File: src/hdl/tjb_pkg.sv
// Package for the temporal Jacobian block: codes, command and control structs,
// the per-entry micro-step table and the floating-point constants.
// No dependencies.
package tjb_pkg;

  localparam int SCALAR_DEPTH        = 10;
  localparam int FRACTION_KINDS      = 3;
  localparam int MAX_FRACTIONS_DEF   = 3;
  localparam int QUEUE_DEPTH_DEF     = 4;

  localparam logic [63:0] DT_RESET     = 64'h3FF0_0000_0000_0000;
  localparam logic [1:0]  FCOUNT_RESET = 2'd2;
  localparam logic [63:0] FP_ZERO      = 64'h0000_0000_0000_0000;
  localparam logic [63:0] FP_NEG_ONE   = 64'hBFF0_0000_0000_0000;
  localparam logic [63:0] FP_DEF_NAN   = 64'hFFF8_0000_0000_0000;
  localparam logic [63:0] FP_CANON_NAN = 64'h7FF8_0000_0000_0000;
  localparam logic [62:0] FP_INF_MAG   = 63'h7FF0_0000_0000_0000;

  // configuration register indexes
  localparam logic REG_TIME_STEP      = 1'b0;
  localparam logic REG_FRACTION_COUNT = 1'b1;

  // operation codes and variable codes
  localparam logic       OP_LOAD     = 1'b0;
  localparam logic       OP_COMPUTE  = 1'b1;
  localparam logic [3:0] VC_FRAC_LO  = 4'd10;
  localparam logic [3:0] VC_FRAC_HI  = 4'd12;

  // scalar store addresses
  localparam logic [3:0] SA_VOL      = 4'd0;
  localparam logic [3:0] SA_DRDP     = 4'd1;
  localparam logic [3:0] SA_DRDT     = 4'd2;
  localparam logic [3:0] SA_RHO      = 4'd3;
  localparam logic [3:0] SA_HT       = 4'd7;
  localparam logic [3:0] SA_DHDP     = 4'd8;
  localparam logic [3:0] SA_DHDT     = 4'd9;

  typedef enum logic [1:0] {CMD_SCALAR, CMD_FRAC, CMD_COMPUTE} cmd_kind_t;

  typedef struct packed {
    cmd_kind_t   kind;
    logic [3:0]  addr;
    logic [63:0] value;
  } cmd_t;

  typedef enum logic [1:0] {FOP_MUL, FOP_ADD, FOP_DIV} fop_t;

  typedef struct packed {
    logic        start;
    fop_t        op;
    logic [63:0] a;
    logic [63:0] b;
  } fpu_req_t;

  typedef enum logic [3:0] {
    SRC_X, SRC_Y, SRC_Z, SRC_W, SRC_VOL, SRC_DT, SRC_T, SRC_U, SRC_NEG_ONE
  } src_t;

  typedef enum logic [2:0] {EK_ZERO, EK_S1, EK_S2, EK_SUM, EK_E0, EK_DIAG} ekind_t;

  typedef struct packed {
    logic       frac;
    logic [3:0] addr;
  } ref_t;

  typedef struct packed {
    fop_t op;
    src_t a;
    src_t b;
    logic to_u;
    logic fin;
  } micro_t;

  typedef enum logic [3:0] {
    FS_IDLE, FS_MUL, FS_ALIGN, FS_ADD, FS_DNORM, FS_DIV, FS_NORM, FS_SUB, FS_ROUND, FS_DONE
  } fstate_t;

  typedef enum logic [2:0] {
    BS_IDLE, BS_SETUP, BS_OPA, BS_OPB, BS_GO, BS_WAIT, BS_EMIT
  } bstate_t;

  function automatic micro_t mk(fop_t op, src_t a, src_t b, logic to_u, logic fin);
    micro_t m;
    m.op = op; m.a = a; m.b = b; m.to_u = to_u; m.fin = fin;
    return m;
  endfunction

  // Entry steps: product or sum, times vol, over dt; accumulated in T (or U).
  function automatic micro_t micro_step(ekind_t k, logic [2:0] st);
    micro_t m;
    m = mk(FOP_DIV, SRC_T, SRC_DT, 1'b0, 1'b1);
    case (k)
      EK_S1: begin
        if (st == 3'd0) m = mk(FOP_MUL, SRC_X, SRC_VOL, 1'b0, 1'b0);
      end
      EK_S2: begin
        case (st)
          3'd0:    m = mk(FOP_MUL, SRC_X, SRC_Y, 1'b0, 1'b0);
          3'd1:    m = mk(FOP_MUL, SRC_T, SRC_VOL, 1'b0, 1'b0);
          default: m = mk(FOP_DIV, SRC_T, SRC_DT, 1'b0, 1'b1);
        endcase
      end
      EK_SUM: begin
        case (st)
          3'd0:    m = mk(FOP_MUL, SRC_X, SRC_Y, 1'b0, 1'b0);
          3'd1:    m = mk(FOP_MUL, SRC_Z, SRC_W, 1'b1, 1'b0);
          3'd2:    m = mk(FOP_ADD, SRC_T, SRC_U, 1'b0, 1'b0);
          3'd3:    m = mk(FOP_MUL, SRC_T, SRC_VOL, 1'b0, 1'b0);
          default: m = mk(FOP_DIV, SRC_T, SRC_DT, 1'b0, 1'b1);
        endcase
      end
      EK_E0: begin
        case (st)
          3'd0:    m = mk(FOP_MUL, SRC_X, SRC_Y, 1'b0, 1'b0);
          3'd1:    m = mk(FOP_MUL, SRC_Z, SRC_W, 1'b1, 1'b0);
          3'd2:    m = mk(FOP_ADD, SRC_T, SRC_U, 1'b0, 1'b0);
          3'd3:    m = mk(FOP_ADD, SRC_T, SRC_NEG_ONE, 1'b0, 1'b0);
          3'd4:    m = mk(FOP_MUL, SRC_T, SRC_VOL, 1'b0, 1'b0);
          default: m = mk(FOP_DIV, SRC_T, SRC_DT, 1'b0, 1'b1);
        endcase
      end
      EK_DIAG: begin
        case (st)
          3'd0:    m = mk(FOP_MUL, SRC_X, SRC_Y, 1'b0, 1'b0);
          3'd1:    m = mk(FOP_MUL, SRC_T, SRC_VOL, 1'b0, 1'b0);
          3'd2:    m = mk(FOP_DIV, SRC_T, SRC_DT, 1'b0, 1'b0);
          3'd3:    m = mk(FOP_MUL, SRC_Z, SRC_VOL, 1'b1, 1'b0);
          3'd4:    m = mk(FOP_DIV, SRC_U, SRC_DT, 1'b1, 1'b0);
          default: m = mk(FOP_ADD, SRC_T, SRC_U, 1'b0, 1'b1);
        endcase
      end
      default: m = mk(FOP_DIV, SRC_T, SRC_DT, 1'b0, 1'b1);
    endcase
    return m;
  endfunction

endpackage

File: src/hdl/tjb_queue.sv
// Short command queue between front end and sequencer.
// Depends on tjb_pkg.
module tjb_queue import tjb_pkg::*; #(
  parameter int DEPTH = QUEUE_DEPTH_DEF
) (
  input  logic clk,
  input  logic rst,
  input  logic push_valid,
  output logic push_ready,
  input  cmd_t push_data,
  output logic pop_valid,
  input  logic pop_ready,
  output cmd_t pop_data
);

  localparam int AW = (DEPTH > 1) ? $clog2(DEPTH) : 1;

  cmd_t            slots [DEPTH];
  logic [AW-1:0]   wr_ptr;
  logic [AW-1:0]   rd_ptr;
  logic [AW:0]     count;
  logic            push;
  logic            pop;

  assign push_ready = count != (AW+1)'(DEPTH);
  assign pop_valid  = count != '0;
  assign pop_data   = slots[rd_ptr];
  assign push       = push_valid && push_ready;
  assign pop        = pop_valid && pop_ready;

  always_ff @(posedge clk) begin
    if (rst) begin
      wr_ptr <= '0;
      rd_ptr <= '0;
      count  <= '0;
    end else begin
      if (push) begin
        wr_ptr <= (wr_ptr == AW'(DEPTH - 1)) ? '0 : wr_ptr + 1'b1;
      end
      if (pop) begin
        rd_ptr <= (rd_ptr == AW'(DEPTH - 1)) ? '0 : rd_ptr + 1'b1;
      end
      if (push && !pop) begin
        count <= count + 1'b1;
      end else if (pop && !push) begin
        count <= count - 1'b1;
      end
    end
  end

  always_ff @(posedge clk) begin
    if (push) begin
      slots[wr_ptr] <= push_data;
    end
  end

endmodule

File: config.mk
export PLATFORM = sky130hd
export DESIGN_NAME = tjb_queue
export DESIGN_NICKNAME = d
export VERILOG_FILES = /design/src/hdl/tjb_pkg.sv /design/src/hdl/tjb_queue.sv
export SDC_FILE = /design/constraint.sdc
export NUM_CORES = 1
export LEC_CHECK = 0
export BUFFER_PORTS_ARGS = -buffer_cell sky130_fd_sc_hd__buf_2
export CAP_MARGIN = 10
export CORE_MARGIN = 5
export CORE_UTILIZATION = 43
export DETAILED_ROUTE_END_ITERATION = 7
export PLACE_DENSITY = 0.65
export SYNTH_ARGS = -nofsm -noshare
export SYNTH_HDL_FRONTEND = slang
export SYNTH_SLANG_ARGS = --single-unit
File: constraint.sdc
create_clock -name clk -period 6.72 [get_ports clk]
set_clock_uncertainty 0.2 [all_clocks]
set_input_delay 1.344 -clock clk [delete_from_list [all_inputs] [get_ports clk]]
set_output_delay 1.344 -clock clk [all_outputs]
set_load 0.005 [all_outputs]
==> out/results.ini <==
[route]
initialDrtViolationCount=268
wirelength_um=18900
wl_per_cell_um=20.6
ant_nets=0
vias=4733
routed.top_layer=met5
met2_length_um=9670
avgViaCountPerCell=5.16
wl_met1_um=7520
drt-pass1-iter-count=4
route.detailed.drc=0
wl_met3_um=1250

[sta]
period_needed_ps=4410
slew_headroom_pct=24.6
worst_pin_slew_ps=1130
drv_slew=0
finalSetupViolations=0
rsz0062_at_grt=false
fmax_mhz=227
period_share_pct=65.7
finalSetupTns_ps=0
hold_viol_final=0

[finish]
layout_common_cells=edfxtp_1 (280), buf_2 (145), mux4_2 (70), clkbuf_16 (31), clkinv_1 (8)
final_util_pct=52.0
num-nets-final=655
area_growth_pct=19.6
drive_above_1_share_pct=44.4
n_antenna_cell=0
fill_cells=1912
final_common_cell=edfxtp_1

[global_routing]
grt_pass1_vias=5342
antenna_found_initial=3
grt_pass1_wl_um=29800
grt.overflow.total=0
grt_max_degree=71
grt_usage_pct=13.5

[setup_path]
cp_cell_sequence=buf_4 > mux4_2 > buf_2
cp-end-kind=primary output
arrival_ps=2870
path_buf_inv=2
rrSetupSlack_ps=4060
critical_path.max_stage_delay_ps=920
start_kind=flop
cpMaxStageDelayCell=dfxtp_4
critPathKind=flop to primary output
cp_top_family=flip-flops
worstPathMaxFanout=44
cp.required_ps=5180

[cts]
cts_setup_buffers=0
htreeDepth=1
clock_tree.root_cell=clkbuf_16
clk_pin_slew_ps=60
clockBufferDepth=3
cts_made_buffers=30
numClockSinks=289
cts-resized-gates=0
postCtsHoldBufs=0
clk_latency_ps=540
cts_tree=done

[synthesis]
synth-seq-cells=289
syn_avg_cell_area_sq_um=25.5
ys_types=26
synth_top_cell_area_share_pct=79.7
yosys.area.top_type=edfxtp_1
yosys_warnings=0
seq_area_frac_synth_pct=81.4
syn_inst=414
syn_nets=495
netlist_area_sq_mm=0.0105
synth_area_leaders=edfxtp_1 (80%), mux4_2 (15%), dfxtp_1 (1.7%)

[die]
die_h_um=167
start_util_pct=43.5
row_count=57
die_w_um=167
core_sq_mm=0.0242
io_pins=146
fp.dieArea_sq_mm=0.0278

[job]
max_cap_viol_count=0

[min_path]
hold_path.class=flop to flop

[power_and_ir_drop]
powerDensity_mw_per_mm2=375
p_leak_nw=4.21
ir_drop_v=0.000271

[status]
outcome=complete, no violations

[placement]
routabilityCongestion=0.700
portBuffers=145
dp_hpwl_um=10500

==> Yosys cell counts <==
| master | instances |
|---|---|
| mux4_2 | 70 |
| or3b_1 | 1 |
| buf_4 | 2 |
| a21oi_1 | 2 |
| and2_4 | 1 |
| buf_2 | 8 |
| or3_2 | 2 |
| o31ai_2 | 1 |
| edfxtp_1 | 280 |
| ha_1 | 6 |
| and3_2 | 4 |
| xor2_1 | 2 |
| o31ai_1 | 1 |
| or3_1 | 1 |
| nand3_1 | 1 |
| inv_1 | 3 |
| nor2_1 | 3 |
| fa_1 | 1 |
| nand2b_1 | 2 |
| mux2i_1 | 3 |
| dfxtp_1 | 9 |
| clkbuf_2 | 1 |
| clkbuf_1 | 7 |
| o21ai_0 | 1 |
| nor3_1 | 1 |
| nand2_1 | 1 |
==> layer usage <==
metal	GRT usage [%]	up-vias
li1	-	2094
met1	16.5	2465
met2	23.5	126
met3	4.20	42
met4	3.34	6
met5	0	-
==> state kept, by name, summed over array words and instances (netlist names), named ones only <==
| register | flops |
|---|---|
| rd_ptr | 2 |
| count | 3 |
| wr_ptr | 2 |
| slots | 280 |
==> worst register-to-register path, delay by kind of cell (launching register included) <==
| kind | cells | cell delay, ps |
|---|---|---|
| compound gates | 2 | 710 |
| xor+xnor | 1 | 180 |
| fa+ha+maj | 2 | 680 |
| buf+inv | 1 | 60 |
| flops | 1 | 350 |
| simple gates | 1 | 400 |
==> kinds of logic (layout without fill, tap and decap cells) <==
group / after synthesis / after routing / share of synthesized area (%)
AOI/OAI and AO/OA: 5 / 5 / 0.332
DFF: 289 / 289 / 81.4
xor gates and xnor gates: 2 / 2 / 0.166
adders and majority gates: 7 / 7 / 0.902
buffers and inverters: 21 / 201 / 0.925
and+or+nand+nor: 17 / 17 / 1.01
muxes: 73 / 73 / 15.2
==> final timing paths <==
kind                                        startpoint  cells after the start                     to
worst max-delay path                              flop                      3           pop_data[33]
worst min-delay path            rd_ptr[0]$_SDFFE_PP0P_                      2                   flop
worst max register to register   count[1]$_SDFFE_PP0P_                      7  count[2]$_SDFFE_PP0P_
worst min register to register  rd_ptr[0]$_SDFFE_PP0P_                      2                   flop
==> metrics by stage <==
step / total power, mW / hold slack (ps) / worst slack, ps / instances / area (sq um)
2_1_floorplan: 2.79 / 263 / 3630 / 414 / 10500
3_3_place_gp: 3.12 / 261 / 2720 / 866 / 11600
3_5_place_dp: 3.14 / 285 / 2690 / 866 / 11600
4_1_cts: 4.81 / 290 / 2090 / 918 / 12600
5_1_grt: 4.95 / 334 / 1980 / 918 / 12600
6_report: 4.72 / 292 / 2310 / 918 / 12600
==> area by class of cell <==
type                       instances  area (sq um)  share of cell area, %
sequential                       289          8600                   68.2
tap                              324           405                   3.21
timing repair buffer             146           733                   5.81
clock inverter                    15           190                   1.51
clock buffer                      37           798                   6.33
inverter                           3          11.3                 0.0893
multi-input combinational        104          1880                   14.9
==> where the power goes <==
group / total (mW) / switching (mW) / internal (mW)
combinational: 0.760 / 0.349 / 0.411
sequential: 2.31 / 0.121 / 2.19
clock: 1.65 / 0.629 / 1.02
Note: power is estimated with default switching activity, not from simulation.
