==> src/hdl/tjb_pkg.sv <==
// Package for the temporal Jacobian block: codes, command and control structs,
// the per-entry micro-step table and the floating-point constants.
// No dependencies.
package tjb_pkg;

  localparam int SCALAR_DEPTH        = 10;
  localparam int FRACTION_KINDS      = 3;
  localparam int MAX_FRACTIONS_DEF   = 3;
  localparam int QUEUE_DEPTH_DEF     = 4;

  localparam logic [63:0] DT_RESET     = 64'h3FF0_0000_0000_0000;
  localparam logic [1:0]  FCOUNT_RESET = 2'd2;
  localparam logic [63:0] FP_ZERO      = 64'h0000_0000_0000_0000;
  localparam logic [63:0] FP_NEG_ONE   = 64'hBFF0_0000_0000_0000;
  localparam logic [63:0] FP_DEF_NAN   = 64'hFFF8_0000_0000_0000;
  localparam logic [63:0] FP_CANON_NAN = 64'h7FF8_0000_0000_0000;
  localparam logic [62:0] FP_INF_MAG   = 63'h7FF0_0000_0000_0000;

  // configuration register indexes
  localparam logic REG_TIME_STEP      = 1'b0;
  localparam logic REG_FRACTION_COUNT = 1'b1;

  // operation codes and variable codes
  localparam logic       OP_LOAD     = 1'b0;
  localparam logic       OP_COMPUTE  = 1'b1;
  localparam logic [3:0] VC_FRAC_LO  = 4'd10;
  localparam logic [3:0] VC_FRAC_HI  = 4'd12;

  // scalar store addresses
  localparam logic [3:0] SA_VOL      = 4'd0;
  localparam logic [3:0] SA_DRDP     = 4'd1;
  localparam logic [3:0] SA_DRDT     = 4'd2;
  localparam logic [3:0] SA_RHO      = 4'd3;
  localparam logic [3:0] SA_HT       = 4'd7;
  localparam logic [3:0] SA_DHDP     = 4'd8;
  localparam logic [3:0] SA_DHDT     = 4'd9;

  typedef enum logic [1:0] {CMD_SCALAR, CMD_FRAC, CMD_COMPUTE} cmd_kind_t;

  typedef struct packed {
    cmd_kind_t   kind;
    logic [3:0]  addr;
    logic [63:0] value;
  } cmd_t;

  typedef enum logic [1:0] {FOP_MUL, FOP_ADD, FOP_DIV} fop_t;

  typedef struct packed {
    logic        start;
    fop_t        op;
    logic [63:0] a;
    logic [63:0] b;
  } fpu_req_t;

  typedef enum logic [3:0] {
    SRC_X, SRC_Y, SRC_Z, SRC_W, SRC_VOL, SRC_DT, SRC_T, SRC_U, SRC_NEG_ONE
  } src_t;

  typedef enum logic [2:0] {EK_ZERO, EK_S1, EK_S2, EK_SUM, EK_E0, EK_DIAG} ekind_t;

  typedef struct packed {
    logic       frac;
    logic [3:0] addr;
  } ref_t;

  typedef struct packed {
    fop_t op;
    src_t a;
    src_t b;
    logic to_u;
    logic fin;
  } micro_t;

  typedef enum logic [3:0] {
    FS_IDLE, FS_MUL, FS_ALIGN, FS_ADD, FS_DNORM, FS_DIV, FS_NORM, FS_SUB, FS_ROUND, FS_DONE
  } fstate_t;

  typedef enum logic [2:0] {
    BS_IDLE, BS_SETUP, BS_OPA, BS_OPB, BS_GO, BS_WAIT, BS_EMIT
  } bstate_t;

  function automatic micro_t mk(fop_t op, src_t a, src_t b, logic to_u, logic fin);
    micro_t m;
    m.op = op; m.a = a; m.b = b; m.to_u = to_u; m.fin = fin;
    return m;
  endfunction

  // Entry steps: product or sum, times vol, over dt; accumulated in T (or U).
  function automatic micro_t micro_step(ekind_t k, logic [2:0] st);
    micro_t m;
    m = mk(FOP_DIV, SRC_T, SRC_DT, 1'b0, 1'b1);
    case (k)
      EK_S1: begin
        if (st == 3'd0) m = mk(FOP_MUL, SRC_X, SRC_VOL, 1'b0, 1'b0);
      end
      EK_S2: begin
        case (st)
          3'd0:    m = mk(FOP_MUL, SRC_X, SRC_Y, 1'b0, 1'b0);
          3'd1:    m = mk(FOP_MUL, SRC_T, SRC_VOL, 1'b0, 1'b0);
          default: m = mk(FOP_DIV, SRC_T, SRC_DT, 1'b0, 1'b1);
        endcase
      end
      EK_SUM: begin
        case (st)
          3'd0:    m = mk(FOP_MUL, SRC_X, SRC_Y, 1'b0, 1'b0);
          3'd1:    m = mk(FOP_MUL, SRC_Z, SRC_W, 1'b1, 1'b0);
          3'd2:    m = mk(FOP_ADD, SRC_T, SRC_U, 1'b0, 1'b0);
          3'd3:    m = mk(FOP_MUL, SRC_T, SRC_VOL, 1'b0, 1'b0);
          default: m = mk(FOP_DIV, SRC_T, SRC_DT, 1'b0, 1'b1);
        endcase
      end
      EK_E0: begin
        case (st)
          3'd0:    m = mk(FOP_MUL, SRC_X, SRC_Y, 1'b0, 1'b0);
          3'd1:    m = mk(FOP_MUL, SRC_Z, SRC_W, 1'b1, 1'b0);
          3'd2:    m = mk(FOP_ADD, SRC_T, SRC_U, 1'b0, 1'b0);
          3'd3:    m = mk(FOP_ADD, SRC_T, SRC_NEG_ONE, 1'b0, 1'b0);
          3'd4:    m = mk(FOP_MUL, SRC_T, SRC_VOL, 1'b0, 1'b0);
          default: m = mk(FOP_DIV, SRC_T, SRC_DT, 1'b0, 1'b1);
        endcase
      end
      EK_DIAG: begin
        case (st)
          3'd0:    m = mk(FOP_MUL, SRC_X, SRC_Y, 1'b0, 1'b0);
          3'd1:    m = mk(FOP_MUL, SRC_T, SRC_VOL, 1'b0, 1'b0);
          3'd2:    m = mk(FOP_DIV, SRC_T, SRC_DT, 1'b0, 1'b0);
          3'd3:    m = mk(FOP_MUL, SRC_Z, SRC_VOL, 1'b1, 1'b0);
          3'd4:    m = mk(FOP_DIV, SRC_U, SRC_DT, 1'b1, 1'b0);
          default: m = mk(FOP_ADD, SRC_T, SRC_U, 1'b0, 1'b1);
        endcase
      end
      default: m = mk(FOP_DIV, SRC_T, SRC_DT, 1'b0, 1'b1);
    endcase
    return m;
  endfunction

endpackage

==> src/hdl/tjb_front.sv <==
// Front end: takes input beats, decodes them into store writes or compute
// commands, drops loads that address nothing. Depends on tjb_pkg.
module tjb_front import tjb_pkg::*; #(
  parameter int MAX_FRACTIONS = MAX_FRACTIONS_DEF
) (
  input  logic        clk,
  input  logic        rst,
  input  logic        in_valid,
  output logic        in_ready,
  input  logic        operation,
  input  logic [3:0]  variable_code,
  input  logic [1:0]  fraction_index,
  input  logic [63:0] cell_value,
  output logic        cmd_valid,
  input  logic        cmd_ready,
  output cmd_t        cmd
);

  logic fv;
  cmd_t fcmd;
  cmd_t dec;
  logic keep;

  always_comb begin
    dec.value = cell_value;
    dec.addr  = variable_code;
    dec.kind  = CMD_SCALAR;
    keep      = 1'b1;
    if (operation == OP_COMPUTE) begin
      dec.kind = CMD_COMPUTE;
    end else if (variable_code < 4'(SCALAR_DEPTH)) begin
      dec.kind = CMD_SCALAR;
    end else if (variable_code <= VC_FRAC_HI && {30'd0, fraction_index} < MAX_FRACTIONS) begin
      dec.kind = CMD_FRAC;
      dec.addr = 4'((variable_code - VC_FRAC_LO) * MAX_FRACTIONS) + {2'b00, fraction_index};
    end else begin
      keep = 1'b0;
    end
  end

  assign in_ready  = !fv || cmd_ready;
  assign cmd_valid = fv;
  assign cmd       = fcmd;

  always_ff @(posedge clk) begin
    if (rst) begin
      fv <= 1'b0;
    end else if (in_valid && in_ready) begin
      fv <= keep;
    end else if (cmd_ready) begin
      fv <= 1'b0;
    end
  end

  always_ff @(posedge clk) begin
    if (in_valid && in_ready) begin
      fcmd <= dec;
    end
  end

endmodule

==> config.mk <==
export PLATFORM = sky130hd
export DESIGN_NAME = tjb_front
export DESIGN_NICKNAME = d
export VERILOG_FILES = /design/src/hdl/tjb_pkg.sv /design/src/hdl/tjb_front.sv
export SDC_FILE = /design/constraint.sdc
export NUM_CORES = 1
export LEC_CHECK = 0
export ABC_AREA = 0
export ABC_CLOCK_PERIOD_IN_PS = 5100
export BUFFER_PORTS_ARGS = -buffer_cell sky130_fd_sc_hd__buf_2
export CORE_ASPECT_RATIO = 1.1
export CORE_MARGIN = 1
export CORE_UTILIZATION = 28
export CTS_CLUSTER_SIZE = 28
export DETAILED_ROUTE_END_ITERATION = 8
export SYNTH_ARGS = -nofsm -noshare
export SYNTH_HDL_FRONTEND = slang
export SYNTH_SLANG_ARGS = --single-unit
==> constraint.sdc <==
create_clock -name clk -period 5.1 [get_ports clk]
set_input_delay 0.765 -clock clk [delete_from_list [all_inputs] [get_ports clk]]
set_output_delay 0.765 -clock clk [all_outputs]
set_load 0.01 [all_outputs]
==> flow_summary.toml, run 1 <==
[sta]
slew_viol_final = 0
worstMarginPinSlew_ns = 0.816
finalCritPeriodShare_pct = 55.2
max_clock_freq_mhz = 355
finClkSkew_ns = 0.00584
min_period_ns = 2.82
rsz0062_at_grt = "no"
hold_violations = 0
fin_setup_tns_ns = 0
setup_viol = 0
max_slew_margin_pct = 45.6

[power]
internal_power_uw = 959
p_sw_uw = 266
p_leak_nw = 1.51
swShare_pct = 21.7
p_seq_share_pct = 56.5
powerDensity_nw_per_um2 = 353
peakVddDrop_v = 0.000146
clock_power_share_pct = 33.2
p_comb_share_pct = 10.3
finalPower_mw = 1.22

[floorplan]
die-area_um2 = 8980
pin_count = 147
start_util_pct = 28.8
rows = 35
die_w_um = 90.4
die_h_um = 99.3
core_um2 = 8360

[detailed_routing]
ant_nets = 0
wl_per_cell_um = 13.8
first_pass_iters = 4
vias_per_cell = 3.94
vias = 1483
wl_mm = 5.20
drt-initial-drc-count = 49
post-route-drc-count = 0

[yosys]
syn_area_um2 = 2410
seq_area_frac_synth_pct = 88.1
synth_nets = 187
ys_ff_latch = 71
synth_cell_type_count = 15
yosys_warnings = 0
synth_area_leaders = "edfxtp_1 87%, ha_1 4.2%, mux2_1 1.4%, inv_1 1.1%, xnor2_1 1.1%"
syn_inst = 103
yosysTopAreaCell = "edfxtp_1"
synth_top_area_share_pct = 87.3
syn_avg_cell_area_um2 = 23.4

[status]
status = "finished clean"

[placed_design]
gp_congestion = 0.669
dpl_cell_area_um2 = 3290
place_inst = 361
place_hpwl_mm = 3.88
port_buffers = 146

[layout]
syn_to_final_growth_pct = 43.8
fin_nets = 345
drive_gt1_share_pct = 61.7
final_common_cell = "buf_2"
design_area_um2 = 3460
instances_no_fill = 376
fill_cells = 792
most-common-layout-cells = "146 x buf_2, 70 x edfxtp_1, 9 x clkbuf_8, 8 x ha_1, 7 x inv_1"

[worst_setup_path]
crit_required_ns = 5.18
endpoint_kind = "flop"
worstPathArrival_ns = 2.89
ff2ff_setup_slack_ns = 3.08
max_stage_delay_ns = 0.44
r2r_end = "cmd[48]"
worstPathCellList = "buf_2 -> inv_1 -> ha_1 -> xor2_1 -> ha_1 -> fa_1 -> xnor2_1 -> xnor2_1 -> xnor2_1 -> mux2_2"
reg2reg_from = "cmd_valid"
crit_top_cell = "xnor2_1"
r2r_cells = 3
cp_slowest_cell = "fa_1"
critPathLaunchType = "input pin"
critPathKind = "in2reg"
critical_path.max_fanout = 3

[global_route]
first_global_vias = 1547
track_usage_pct = 11.6
overflow = 0
grt_pass1_wl_mm = 7.76
grt_start_max_net_pins = 37
antenna_found_initial = 1

[run]
maxCapViolations = 0

[clocking]
ctsResizeCount = 0
cts.sinks = 71
numCtsBuffers = 9
h-tree-depth = 3
cts.clk_slew.worst_paths_ns = 0.07
cts-root-buf = "clkbuf_8"
cts-hold-fix-buffers = 0
cts_tree = "yes"
clock_latency_ns = 0.33
cts_setup_buffers = 0
clock_path_buffers = 2

[min_path]
hold_end = "cmd_valid"
worstHoldStart = "cmd_valid"
hold_class = "reg2reg"
worstHoldPathCells = 2
==> layout make-up <==
type,count,area [um2],share of cell area [%]
multi-input combinational,25,262,7.55
timing repair buffer,147,738,21.3
sequential,71,2120,61.2
clock inverter,5,51.3,1.48
tap,111,139,4.01
inverter,7,26.3,0.758
clock buffer,9,124,3.58
antenna,1,2.50,0.0722
==> stage by stage <==
stage,utilization (%),setup slack (ns),hold slack [ns]
after floorplan,-,2.04,0.589
after global placement,39.3,1.98,0.498
after detailed placement,39.3,1.94,0.507
after CTS,41.4,2.30,0.522
after global routing,41.4,2.23,0.573
final,41.4,2.28,0.522
==> flip-flops by register name, summed over array words and instances, names as in the netlist <==
| signal | cells |
|---|---|
| cmd | 70 |
| cmd_valid | 1 |
==> cell usage after synthesis (all sizes together) <==
cell / number
xor2: 2
a32oi: 1
xnor2: 3
ha: 8
o21ai: 1
edfxtp: 70
mux2: 4
and2: 1
a21oi: 1
fa: 1
dfxtp: 1
nand2b: 3
inv: 7
==> worst max path at each step <==
stage | start | endpoint | slack [ns]
6_report | variable_code[1] | cmd[67] | 2.28
5_1_grt | variable_code[1] | cmd[67] | 2.23
4_1_cts | variable_code[1] | cmd[67] | 2.30
3_5_place_dp | variable_code[1] | cmd[67] | 1.94
3_3_place_gp | variable_code[1] | cmd[67] | 1.98
2_1_floorplan | cmd_ready | cmd[0] | 2.04
==> cell families (layout without fill, tap and decap cells) <==
family / Yosys count / after routing / synth area share [%]
multiplexers: 4 / 4 / 1.87
other: 0 / 1 / 0
adder cells (fa/ha/maj): 9 / 9 / 4.99
AO/OA/AOI/OAI: 3 / 3 / 0.779
buffers and inverters: 7 / 168 / 1.09
flip-flops: 71 / 71 / 88.1
AND/OR/NAND/NOR: 4 / 4 / 1.04
XOR/XNOR: 5 / 5 / 2.13
==> power groups by stage <==
stage	sequential (mW)	combinational (mW)	clock [mW]
2_1_floorplan	0.727	0.0350	0
4_1_cts	0.692	0.129	0.426
3_5_place_dp	0.705	0.128	0
3_3_place_gp	0.703	0.126	0
6_report	0.692	0.126	0.407
5_1_grt	0.695	0.138	0.447
==> layer usage <==
metal	vias up	global-route usage [%]	wire length, um
met4	0	6.70	93
met2	61	20.3	2810
met5	-	0	0
li1	707	-	-
met3	10	4.05	327
met1	705	12.2	1970
==> worst max-delay path, delay by kind of cell <==
family,cells,cell delay [ns]
adders and majority gates,3,1.09
buffers and inverters,2,0.18
muxes,1,0.25
xor gates and xnor gates,4,0.60
No activity file was read; power rests on OpenSTA's default activity.
==> run 2, diff against run 1 <==
- ABC_CLOCK_PERIOD_IN_PS: 5100 -> 2500
- clock period: 5.1 -> 2.5 ns (I/O delays scaled with it)
==> flow_summary.toml, run 2 (same netlist as run 1, synthesis figures left out) <==
[status]
status = "finished clean"

[layout]
fin_nets = 351
final_common_cell = "buf_2"
postLayoutCoreUtil_pct = 42.6
syn_to_final_growth_pct = 47.9
largest_reg_flops = 70
most-common-layout-cells = "146 x buf_2, 70 x edfxtp_1, 9 x clkbuf_8, 7 x inv_1, 7 x ha_1"
drive_gt1_share_pct = 62.7
instances_no_fill = 383

[worst_setup_path]
crit_required_ns = 2.59
critPathLaunchType = "input pin"
max_stage_delay_ns = 0.44
worstPathCellList = "buf_2 -> inv_1 -> ha_4 -> xor2_1 -> ha_1 -> fa_1 -> xnor2_1 -> xnor2_1 -> xnor2_1 -> mux2_2"
ff2ff_setup_slack_ns = 1.04
reg2reg_from = "cmd_valid"
cp_slowest_cell = "fa_1"
setup.worst_path.end = "cmd[67]"
cp-startpoint = "variable_code[1]"
crit_top_cell = "xnor2_1"
endpoint_kind = "flop"
worstPathArrival_ns = 2.39
critPathKind = "in2reg"
r2r_cells = 3
r2r_end = "cmd[45]"
critical_path.max_fanout = 3

[power]
p_sw_uw = 542
p_comb_share_pct = 10.3
powerDensity_nw_per_um2 = 734
internal_power_mw = 2.07
p_leak_nw = 1.56
swShare_pct = 20.7
peakVddDrop_v = 0.000362
clock_power_share_pct = 35.7
p_seq_share_pct = 54.0

[sta]
worstMarginPinSlew_ns = 0.470
slew_viol_final = 0
fin_setup_tns_ns = 0
rsz0062_at_grt = "no"
max_slew_margin_pct = 68.7
finalCritPeriodShare_pct = 91.9
max_clock_freq_mhz = 435
finClkSkew_ns = 0.00570
hold_violations = 0
min_period_ns = 2.30
setup_viol = 0

[floorplan]
pin_count = 147
rows = 35
die_w_um = 90.4
die-area_um2 = 8980
core_um2 = 8360
start_util_pct = 28.8
die_h_um = 99.3

[detailed_routing]
drt-initial-drc-count = 29
wl_mm = 5.20
met2_length_mm = 2.77
post-route-drc-count = 0
dr_wl_met3_um = 475
top_layer = "met5"
first_pass_iters = 6
vias = 1527
met1Wirelength_mm = 1.86
vias_per_cell = 3.99
ant_nets = 0
wl_per_cell_um = 13.6

[placed_design]
gp_congestion = 0.725
port_buffers = 146
place_inst = 367
place_hpwl_mm = 4.03

[clocking]
ctsResizeCount = 0
clock_latency_ns = 0.33
cts_setup_buffers = 0
cts.clk_slew.worst_paths_ns = 0.07
cts-hold-fix-buffers = 0
cts.sinks = 71
numCtsBuffers = 9
cts-root-buf = "clkbuf_8"
h-tree-depth = 3
clock_path_buffers = 2
cts_tree = "yes"

[global_route]
track_usage_pct = 11.9
antenna_found_initial = 2
grt_start_max_net_pins = 35
overflow = 0
first_global_vias = 1595
grt_pass1_wl_mm = 7.88

[run]
maxCapViolations = 0

[min_path]
hold_class = "in2reg"
[run 2: cell types whose count changed in the layout (fill, tap and decap cells not counted)]
cell,delta
and2_2,-1
and2_4,+1
buf_12,+1
buf_4,+5
bufinv_16,+1
clkbuf_1,+1
clkinvlp_4,-1
ha_1,-1
ha_4,+1
[run 2: worst min-delay path by stage]
| stage | slack [ns] | cells past startpoint | from | end |
|---|---|---|---|---|
| 2_1_floorplan | 0.44 | 1 | rst | cmd_valid |
| 3_3_place_gp | 0.50 | 2 | cmd_valid | cmd_valid |
| 3_5_place_dp | 0.52 | 2 | cmd_valid | cmd_valid |
| 4_1_cts | 0.17 | 2 | rst | cmd_valid |
| 5_1_grt | 0.18 | 2 | rst | cmd_valid |
| 6_report | 0.19 | 2 | rst | cmd_valid |
[run 2: metal layers]
| layer | global-route usage [%] | vias to the layer above |
|---|---|---|
| met1 | 12.2 | 718 |
| met4 | 5.96 | 2 |
| li1 | - | 721 |
| met5 | 0 | - |
| met3 | 5.66 | 11 |
| met2 | 20.5 | 75 |
[run 2: layout make-up]
| cell class | instances | area (um2) |
|---|---|---|
| inverter | 7 | 26.3 |
| antenna | 1 | 2.50 |
| clock buffer | 10 | 128 |
| fill | 809 | 4800 |
| tap | 111 | 139 |
| clock inverter | 5 | 73.8 |
| sequential | 71 | 2120 |
| timing repair buffer | 153 | 796 |
| multi-input combinational | 25 | 275 |
[run 2: metrics by stage]
step           setup WS [ns]  hold WS, ns  cell area [um2]  total power, mW
6_report               0.203        0.189             3560             2.62
5_1_grt               0.0927        0.176             3560             2.74
4_1_cts                0.202        0.169             3560             2.67
3_5_place_dp          -0.170        0.517             3360             1.71
3_3_place_gp          -0.138        0.501             3360             1.70
2_1_floorplan         0.0304        0.444             2420             1.55
[run 2: power by group through the flow]
| stage | Combinational [mW] | Clock, mW | Sequential, mW |
|---|---|---|---|
| 2_1_floorplan | 0.0739 | 0 | 1.48 |
| 4_1_cts | 0.276 | 0.977 | 1.41 |
| 3_5_place_dp | 0.275 | 0 | 1.44 |
| 3_3_place_gp | 0.271 | 0 | 1.43 |
| 6_report | 0.269 | 0.935 | 1.41 |
| 5_1_grt | 0.296 | 1.02 | 1.42 |
[run 2: critical path: cells and delay by family]
| family | cells | cell delay [ns] |
|---|---|---|
| buffers and inverters | 2 | 0.23 |
| xor gates and xnor gates | 4 | 0.55 |
| muxes | 1 | 0.25 |
| adders and majority gates | 3 | 0.98 |
